### src/rtl/sha256_pkg.sv
package sha256_pkg;

    localparam int unsigned WordWidth = 32;
    localparam int unsigned NumRounds = 64;

    typedef logic [WordWidth-1:0] word_t;

    typedef struct packed {
        logic load_init;
        logic write_byte;
        logic [5:0] byte_addr;
        logic [7:0] byte_value;
        logic start_block;
        logic shift_digest;
    } dp_cmd_t;

    typedef struct packed {
        logic busy;
        logic done;
    } dp_status_t;

    localparam word_t InitH [8] = '{
        32'h6a09e667, 32'hbb67ae85, 32'h3c6ef372, 32'ha54ff53a,
        32'h510e527f, 32'h9b05688c, 32'h1f83d9ab, 32'h5be0cd19
    };

    localparam word_t RoundK [64] = '{
        32'h428a2f98, 32'h71374491, 32'hb5c0fbcf, 32'he9b5dba5,
        32'h3956c25b, 32'h59f111f1, 32'h923f82a4, 32'hab1c5ed5,
        32'hd807aa98, 32'h12835b01, 32'h243185be, 32'h550c7dc3,
        32'h72be5d74, 32'h80deb1fe, 32'h9bdc06a7, 32'hc19bf174,
        32'he49b69c1, 32'hefbe4786, 32'h0fc19dc6, 32'h240ca1cc,
        32'h2de92c6f, 32'h4a7484aa, 32'h5cb0a9dc, 32'h76f988da,
        32'h983e5152, 32'ha831c66d, 32'hb00327c8, 32'hbf597fc7,
        32'hc6e00bf3, 32'hd5a79147, 32'h06ca6351, 32'h14292967,
        32'h27b70a85, 32'h2e1b2138, 32'h4d2c6dfc, 32'h53380d13,
        32'h650a7354, 32'h766a0abb, 32'h81c2c92e, 32'h92722c85,
        32'ha2bfe8a1, 32'ha81a664b, 32'hc24b8b70, 32'hc76c51a3,
        32'hd192e819, 32'hd6990624, 32'hf40e3585, 32'h106aa070,
        32'h19a4c116, 32'h1e376c08, 32'h2748774c, 32'h34b0bcb5,
        32'h391c0cb3, 32'h4ed8aa4a, 32'h5b9cca4f, 32'h682e6ff3,
        32'h748f82ee, 32'h78a5636f, 32'h84c87814, 32'h8cc70208,
        32'h90befffa, 32'ha4506ceb, 32'hbef9a3f7, 32'hc67178f2
    };

    function automatic word_t rotr(input word_t x, input int unsigned n);
        rotr = (x >> n) | (x << (WordWidth - n));
    endfunction

endpackage

### src/rtl/sha256_stream_hasher_unit.sv
// Channel   Direction  Payload
// s_axis    in         tdata[7:0] data_byte, tuser op
// m_axis    out        tdata[31:0] digest_word, tdata[34:32] word_index, tlast last_word
// Absorb bytes are accepted back to back while idle; the 64th byte of a block starts a compression.
// A finish writes the padding bytes and runs one or two compressions,
// then emits eight words, one per cycle while m_axis_tready is high.
// The 64-round loop in the datapath sets the block time.
// Reset is asynchronous and active low; it restores the initial hash value.
// Input is stalled throughout compression and digest output.
module sha256_stream_hasher_unit
    import sha256_pkg::*;
(
    input  logic        clk,
    input  logic        rst_n,
    input  logic        s_axis_tvalid,
    output logic        s_axis_tready,
    input  logic [7:0]  s_axis_tdata,   // data_byte
    input  logic        s_axis_tuser,   // op
    output logic        m_axis_tvalid,
    input  logic        m_axis_tready,
    output logic [39:0] m_axis_tdata,   // digest_word, word_index, zero fill
    output logic        m_axis_tlast    // last_word
);

    dp_cmd_t    cmd;
    dp_status_t status;
    word_t      head_word;
    logic [2:0] index;

    sha256_control u_ctrl (
        .clk       (clk),
        .rst_n     (rst_n),
        .in_valid  (s_axis_tvalid),
        .in_ready  (s_axis_tready),
        .in_op     (s_axis_tuser),
        .in_byte   (s_axis_tdata),
        .out_valid (m_axis_tvalid),
        .out_ready (m_axis_tready),
        .out_index (index),
        .cmd       (cmd),
        .status    (status)
    );

    sha256_datapath u_dp (
        .clk       (clk),
        .rst_n     (rst_n),
        .cmd       (cmd),
        .status    (status),
        .head_word (head_word)
    );

    assign m_axis_tdata = {5'd0, index, head_word};
    assign m_axis_tlast = (index == 3'd7);

endmodule

### src/rtl/sha256_datapath.sv
module sha256_datapath
    import sha256_pkg::*;
(
    input  logic       clk,
    input  logic       rst_n,
    input  dp_cmd_t    cmd,
    output dp_status_t status,
    output word_t      head_word
);

    word_t w_reg [16];
    word_t w_next [16];
    word_t h_reg [8];
    word_t h_next [8];
    word_t v_reg [8];
    word_t v_next [8];
    logic [6:0] round_reg, round_next;
    logic busy_reg, busy_next;
    logic done_reg, done_next;

    word_t s0, s1, wnew, t1, t2, e, a, wt, wrd;
    logic [1:0] lane;

    always_comb
    begin
        s0   = rotr(w_reg[1], 7) ^ rotr(w_reg[1], 18) ^ (w_reg[1] >> 3);
        s1   = rotr(w_reg[14], 17) ^ rotr(w_reg[14], 19) ^ (w_reg[14] >> 10);
        wnew = s1 + w_reg[9] + s0 + w_reg[0];
        wt   = w_reg[0];
        e    = v_reg[4];
        a    = v_reg[0];
        t1 = v_reg[7] + (rotr(e, 6) ^ rotr(e, 11) ^ rotr(e, 25))
           + ((e & v_reg[5]) ^ (~e & v_reg[6])) + RoundK[round_reg[5:0]] + wt;
        t2 = (rotr(a, 2) ^ rotr(a, 13) ^ rotr(a, 22))
           + ((a & v_reg[1]) ^ (a & v_reg[2]) ^ (v_reg[1] & v_reg[2]));
        lane = 2'd3 - cmd.byte_addr[1:0];
        wrd  = w_reg[cmd.byte_addr[5:2]];
        wrd[lane*8 +: 8] = cmd.byte_value;

        w_next     = w_reg;
        h_next     = h_reg;
        v_next     = v_reg;
        round_next = round_reg;
        busy_next  = busy_reg;
        done_next  = 1'b0;

        if (cmd.write_byte)
        begin
            w_next[cmd.byte_addr[5:2]] = wrd;
        end
        if (cmd.start_block)
        begin
            v_next     = h_reg;
            round_next = '0;
            busy_next  = 1'b1;
        end
        else if (busy_reg)
        begin
            for (int i = 0; i < 15; i++)
            begin
                w_next[i] = w_reg[i+1];
            end
            w_next[15] = wnew;
            v_next[7] = v_reg[6];
            v_next[6] = v_reg[5];
            v_next[5] = v_reg[4];
            v_next[4] = v_reg[3] + t1;
            v_next[3] = v_reg[2];
            v_next[2] = v_reg[1];
            v_next[1] = v_reg[0];
            v_next[0] = t1 + t2;
            round_next = round_reg + 7'd1;
            if (round_reg == 7'(NumRounds - 1))
            begin
                busy_next = 1'b0;
                done_next = 1'b1;
            end
        end
        if (done_reg)
        begin
            for (int i = 0; i < 8; i++)
            begin
                h_next[i] = h_reg[i] + v_reg[i];
            end
        end
        if (cmd.shift_digest)
        begin
            for (int i = 0; i < 7; i++)
            begin
                h_next[i] = h_reg[i+1];
            end
            h_next[7] = h_reg[0];
        end
        if (cmd.load_init)
        begin
            h_next = InitH;
        end
    end

    always_ff @(posedge clk or negedge rst_n)
    begin
        if (!rst_n)
        begin
            h_reg     <= InitH;
            round_reg <= '0;
            busy_reg  <= 1'b0;
            done_reg  <= 1'b0;
        end
        else
        begin
            h_reg     <= h_next;
            round_reg <= round_next;
            busy_reg  <= busy_next;
            done_reg  <= done_next;
        end
    end

    always_ff @(posedge clk)
    begin
        w_reg <= w_next;
        v_reg <= v_next;
    end

    assign status.busy = busy_reg | done_reg;
    assign status.done = done_reg;
    assign head_word   = h_reg[0];

endmodule

### src/rtl/sha256_control.sv
module sha256_control
    import sha256_pkg::*;
(
    input  logic       clk,
    input  logic       rst_n,
    input  logic       in_valid,
    output logic       in_ready,
    input  logic       in_op,
    input  logic [7:0] in_byte,
    output logic       out_valid,
    input  logic       out_ready,
    output logic [2:0] out_index,
    output dp_cmd_t    cmd,
    input  dp_status_t status
);

    typedef enum logic [5:0] {
        ST_IDLE  = 6'b000001,
        ST_HASH  = 6'b000010,
        ST_PAD   = 6'b000100,
        ST_PHASH = 6'b001000,
        ST_EMIT  = 6'b010000,
        ST_WAIT  = 6'b100000
    } state_t;

    state_t state_reg, state_next;
    logic [5:0] fill_reg, fill_next;
    logic [63:0] bits_reg, bits_next;
    logic [63:0] total_reg, total_next;
    logic final_reg, final_next;
    logic [2:0] idx_reg, idx_next;

    always_comb
    begin
        state_next = state_reg;
        fill_next  = fill_reg;
        bits_next  = bits_reg;
        total_next = total_reg;
        final_next = final_reg;
        idx_next   = idx_reg;
        cmd        = '0;
        cmd.byte_addr = fill_reg;
        in_ready   = 1'b0;
        out_valid  = 1'b0;
        unique case (state_reg)
            ST_IDLE:
            begin
                in_ready = 1'b1;
                if (in_valid)
                begin
                    cmd.write_byte = 1'b1;
                    if (!in_op)
                    begin
                        cmd.byte_value = in_byte;
                        fill_next = fill_reg + 6'd1;
                        if (fill_reg == 6'd63)
                        begin
                            cmd.start_block = 1'b1;
                            state_next = ST_HASH;
                        end
                    end
                    else
                    begin
                        cmd.byte_value = 8'h80;
                        total_next = bits_reg + {55'd0, fill_reg, 3'd0};
                        fill_next  = fill_reg + 6'd1;
                        final_next = (fill_reg < 6'd56);
                        if (fill_reg == 6'd63)
                        begin
                            cmd.start_block = 1'b1;
                            state_next = ST_PHASH;
                        end
                        else
                        begin
                            state_next = ST_PAD;
                        end
                    end
                end
            end
            ST_HASH:
            begin
                if (status.done)
                begin
                    bits_next  = bits_reg + 64'd512;
                    state_next = ST_IDLE;
                end
            end
            ST_PAD:
            begin
                cmd.write_byte = 1'b1;
                fill_next = fill_reg + 6'd1;
                if (fill_reg >= 6'd56 && final_reg)
                begin
                    cmd.byte_value = total_reg[8*(63 - fill_reg) +: 8];
                end
                else
                begin
                    cmd.byte_value = 8'h00;
                end
                if (fill_reg == 6'd63)
                begin
                    cmd.start_block = 1'b1;
                    state_next = ST_PHASH;
                end
            end
            ST_PHASH:
            begin
                if (status.done)
                begin
                    if (final_reg)
                    begin
                        state_next = ST_WAIT;
                    end
                    else
                    begin
                        final_next = 1'b1;
                        state_next = ST_PAD;
                    end
                end
            end
            ST_WAIT:
            begin
                idx_next   = '0;
                state_next = ST_EMIT;
            end
            ST_EMIT:
            begin
                out_valid = 1'b1;
                if (out_ready)
                begin
                    cmd.shift_digest = 1'b1;
                    idx_next = idx_reg + 3'd1;
                    if (idx_reg == 3'd7)
                    begin
                        cmd.load_init = 1'b1;
                        bits_next  = '0;
                        fill_next  = '0;
                        state_next = ST_IDLE;
                    end
                end
            end
            default:
            begin
                state_next = ST_IDLE;
            end
        endcase
    end

    // The final_reg flag marks the padding block that carries the message length.
    always_ff @(posedge clk or negedge rst_n)
    begin
        if (!rst_n)
        begin
            state_reg <= ST_IDLE;
            fill_reg  <= '0;
            bits_reg  <= '0;
            total_reg <= '0;
            final_reg <= 1'b0;
            idx_reg   <= '0;
        end
        else
        begin
            state_reg <= state_next;
            fill_reg  <= fill_next;
            bits_reg  <= bits_next;
            total_reg <= total_next;
            final_reg <= final_next;
            idx_reg   <= idx_next;
        end
    end

    assign out_index = idx_reg;

endmodule

### config.mk
export PLATFORM = sky130hd
export DESIGN_NAME = sha256_stream_hasher_unit
export DESIGN_NICKNAME = d
export VERILOG_FILES = /design/src/rtl/sha256_pkg.sv /design/src/rtl/sha256_stream_hasher_unit.sv /design/src/rtl/sha256_datapath.sv /design/src/rtl/sha256_control.sv
export SDC_FILE = /design/constraint.sdc
export NUM_CORES = 2
export LEC_CHECK = 0
export BUFFER_PORTS_ARGS = -buffer_cell sky130_fd_sc_hd__buf_2
export CAP_MARGIN = 20
export CORE_UTILIZATION = 65
export DETAILED_ROUTE_END_ITERATION = 6
export PLACE_DENSITY = 0.89
export SETUP_SLACK_MARGIN = 0.15
export SLEW_MARGIN = 20
export SYNTH_ARGS = -nofsm -noshare
export SYNTH_HDL_FRONTEND = slang
export SYNTH_SLANG_ARGS = --single-unit
### constraint.sdc
create_clock -name clk -period 10.4 [get_ports clk]
set_clock_uncertainty 0.15 [all_clocks]
set_input_delay 1.04 -clock clk [delete_from_list [all_inputs] [get_ports clk]]
set_output_delay 1.04 -clock clk [all_outputs]
set_load 0.05 [all_outputs]
==> impl_summary.log <==
INFO  metric outcome = complete, but fails checks
INFO  metric violations_in_the_final_reports = design-rule violations
INFO  metric critPathBufInv = 6
INFO  metric finalSetupViolations = 0
INFO  metric cell_count_after_placement = 10,900
INFO  metric quantity_of_hold_fixing_buffers_added_after_cts = 0
INFO  metric final.hold.worst_slack = 0.05051 ns
INFO  metric post_drt_via_cell_ratio = between 6 and 7
INFO  metric muxShareOfSynthArea = ~6.6%
INFO  metric die_w = roughly 360 um
INFO  metric setup_total_negative_slack = 0 ns
INFO  metric largest_reg_flops = 480
INFO  metric area.growth.synth_to_final = 6.935%
INFO  metric clkSlewWorstSetupHoldPaths = about 0.060 ns
INFO  metric rsz0062_at_grt = true
INFO  metric timing.critical_path.mode_cell = fa_1
INFO  metric final.fill_count = just over 9,000
INFO  metric synth_top_family_by_area = compound AO/OA/AOI/OAI gates
INFO  metric minimum_clock_period_after_layout = between 9 and 10 ns
INFO  metric cts_made_buffers = between 100 and 150
INFO  metric ctsRootBufferMaster = clkbuf_16
INFO  metric ant_nets = 0
INFO  metric cp.required = about 11 ns
INFO  metric setup.worst_path.class = reg2reg
INFO  metric timing.max_cap.violations = 0
INFO  metric timing.max_slew.rel_slack = 14.37%
INFO  metric globalRouteOverflowTotal = 0
INFO  metric cts-htree-levels = 4
INFO  metric top_level_ports = between 50 and 60
INFO  metric ys_ff_latch = 1,165
INFO  metric timing.critical_path.arrival = ~10 ns
INFO  metric synth_cell_type_count = 100
INFO  metric ctsResizeCount = 0
INFO  metric clock_path_buffers = 3
INFO  metric grt_pass1_wl = about 430,000 um
INFO  metric maximum_number_of_pins_on_one_net_before_global_route_repair = 300
INFO  metric avgSynthCellArea = about 8.4 sq um
INFO  metric number_of_standard_cells_after_synthesis = 9,771
INFO  metric crit_path_top_delay_cell = fa_1
INFO  metric design.die.area = between 0.1 and 0.15 sq mm
INFO  metric first_pass_iters = 7
INFO  metric ys_seq_area_share = ~34%
INFO  metric cp-end-kind = flip-flop
INFO  metric number_of_nets_in_the_finished_design = 10,010
INFO  metric first_global_vias = between 70,000 and 80,000
INFO  metric slowest_delay = 0.60 ns
INFO  metric drc = 2
INFO  metric post_synth_instance_area = 0.08175 sq mm
INFO  metric place_area = 0.08268 sq mm
INFO  metric cpLargestDelayFamily = compound AO/OA/AOI/OAI gates
INFO  metric drive_above_1_share = 8.887%
INFO  metric asyncSetResetFlopFracSynth = about a third
INFO  metric final.period_utilization = 95.44%
INFO  metric synth-warning-count = 0
INFO  metric floorplan.die.height = 356.6 um
INFO  metric final_cell_mix = 1,624 x nand2_1, 1,133 x a21oi_1, 932 x o21ai_0
INFO  metric rows = about 130
INFO  metric edff_count_synth = ~260
INFO  metric clock_sink_count = approximately 1,200
INFO  metric post_layout_nonfiller_instances = between 10,000 and 15,000
INFO  metric synth-main-ff-cell = dfxtp_1
INFO  metric cts_post_setup_buffers_inserted = 0
INFO  metric effective_utilization_at_floorplan = 65.78%
INFO  metric slew_violations = 0
INFO  metric design.core.area = 0.1243 sq mm
INFO  metric antenna_violations_before_repair = 4
INFO  metric fraction_of_the_mapped_netlist_area_in_compound_gates = 19.69%
INFO  metric timing.final.hold_violations = 0
INFO  metric synth_adder_area_share = between 10 and 15%
INFO  metric avg_wl_per_cell = 25.88 um
INFO  metric route.vias.total = approximately 77,000
INFO  metric worstHoldPathType = in2async
INFO  metric final_common_cell = nand2_1
INFO  metric final_hpwl_from_detailed_placement = about 200,000 um
INFO  metric post-route-cell-area = approximately 0.09 sq mm
INFO  metric max_frequency = about 0.10 GHz
INFO  metric drt_iter0_drc = around 12,000
INFO  metric xor_xnor_share_of_the_synthesized_area = around 6.6%
INFO  metric detail_route.wirelength = just under 300,000 um
INFO  metric buffers_on_ports = 50
INFO  metric crit_fanout = 11
INFO  metric worst_slew_pin_slew = 1.277 ns
INFO  metric track_usage = ~45%
INFO  metric clock_latency = approximately 0.81 ns
INFO  metric start_kind = flip-flop
INFO  metric tritoncts = done
INFO  metric post_synth_and_or_nand_nor_area_fraction = between 10% and 20%
INFO  metric routabilityCongestion = ~1.1
cell type report:
class | count | area [sq um] | share of cell area (%)
clock inverters | 48 | 653.1 | 0.7471
well taps | 1637 | 2048 | 2.343
clock buffers | 202 | 3996 | 4.571
repair buffers | 206 | 1572 | 1.798
diodes | 2 | 5.005 | 0.005725
multi-input cells | 7591 | 49920 | 57.11
flip-flops and latches | 1165 | 28060 | 32.10
inverters | 307 | 1160 | 1.327
path summary, 6_finish.rpt:
kind	from	endpoint	slack, ns	depth (start not counted)
setup / recovery	u_dp.round_reg[1]	u_dp.a[30]	0.47	36
hold / removal	rst_n	u_dp.h_reg[34]	0.05	1
setup reg to reg	u_dp.round_reg[1]	u_dp.a[30]	0.47	36
hold reg to reg	u_dp.w_reg[270]	u_dp.w_reg[302]	0.30	2
max in group asynchronous	rst_n	u_dp.head_word[23]	7.89	3
min in group clk	u_dp.w_reg[270]	u_dp.w_reg[302]	0.30	2
worst register-to-register path, delay by kind of cell (launching register included):
family | cells | cell delay (ns)
xor+xnor | 2 | 0.37
fa+ha+maj | 8 | 3.17
compound gates | 13 | 3.59
buf+inv | 6 | 0.91
flops | 1 | 0.34
simple gates | 7 | 1.11
Yosys cell counts, types with 15 or more instances:
cell | instances | area, sq um
a211o_1 | 15 | 131.4
a211oi_1 | 56 | 420.4
a21boi_0 | 19 | 142.6
a21o_1 | 156 | 1171
a21oi_1 | 1145 | 5731
a221oi_1 | 15 | 131.4
a22oi_1 | 34 | 255.2
a311oi_1 | 22 | 192.7
a31oi_1 | 71 | 444.2
and2_1 | 20 | 125.1
and3_1 | 59 | 369.1
buf_1 | 52 | 195.2
buf_2 | 22 | 110.1
buf_4 | 38 | 285.3
clkbuf_1 | 595 | 2233
dfrtp_1 | 260 | 6506
dfstp_2 | 137 | 3600
dfxtp_1 | 512 | 10250
edfxtp_1 | 256 | 7687
fa_1 | 195 | 3904
ha_1 | 399 | 4992
inv_1 | 301 | 1130
maj3_1 | 26 | 260.3
mux2i_1 | 117 | 1171
mux4_2 | 182 | 4099
nand2_1 | 1643 | 6167
nand2b_1 | 72 | 450.4
nand3_1 | 131 | 655.6
nand4_1 | 33 | 206.5
nor2_1 | 899 | 3374
nor2b_1 | 66 | 412.9
nor3_1 | 167 | 835.8
o211ai_1 | 62 | 465.5
o21a_1 | 64 | 480.5
o21ai_0 | 934 | 4674
o21bai_1 | 42 | 315.3
o22ai_1 | 19 | 118.9
o31ai_1 | 25 | 187.7
or3_1 | 34 | 212.7
xnor2_1 | 416 | 3643
xor2_1 | 200 | 1752
per-layer routing:
metal	GRT usage, %	wire (um)	vias to the layer above
li1	-	-	33330
met2	64.36	121400	5871
met5	0	28	-
met3	13.74	42050	1159
met4	23.88	17730	4
met1	60.07	107600	36230
metrics by stage:
stage	utilization, %	setup WS [ns]
after global routing	70.34	0.1047
after floorplan	-	1.447
after CTS	70.27	0.6275
final	70.34	0.4741
after global placement	66.46	0.6265
after detailed placement	66.53	0.7028
cell families after synthesis:
family / after synthesis
and+or+nand+nor: 3224
buffers and inverters: 1019
other: 1
AOI/OAI and AO/OA: 2813
muxes: 313
xor gates and xnor gates: 616
adders and majority gates: 620
DFF: 1165
Power is left out: the tool's default activity adds up to more than one toggle a clock period on the data nets, which glitch-free logic cannot reach.
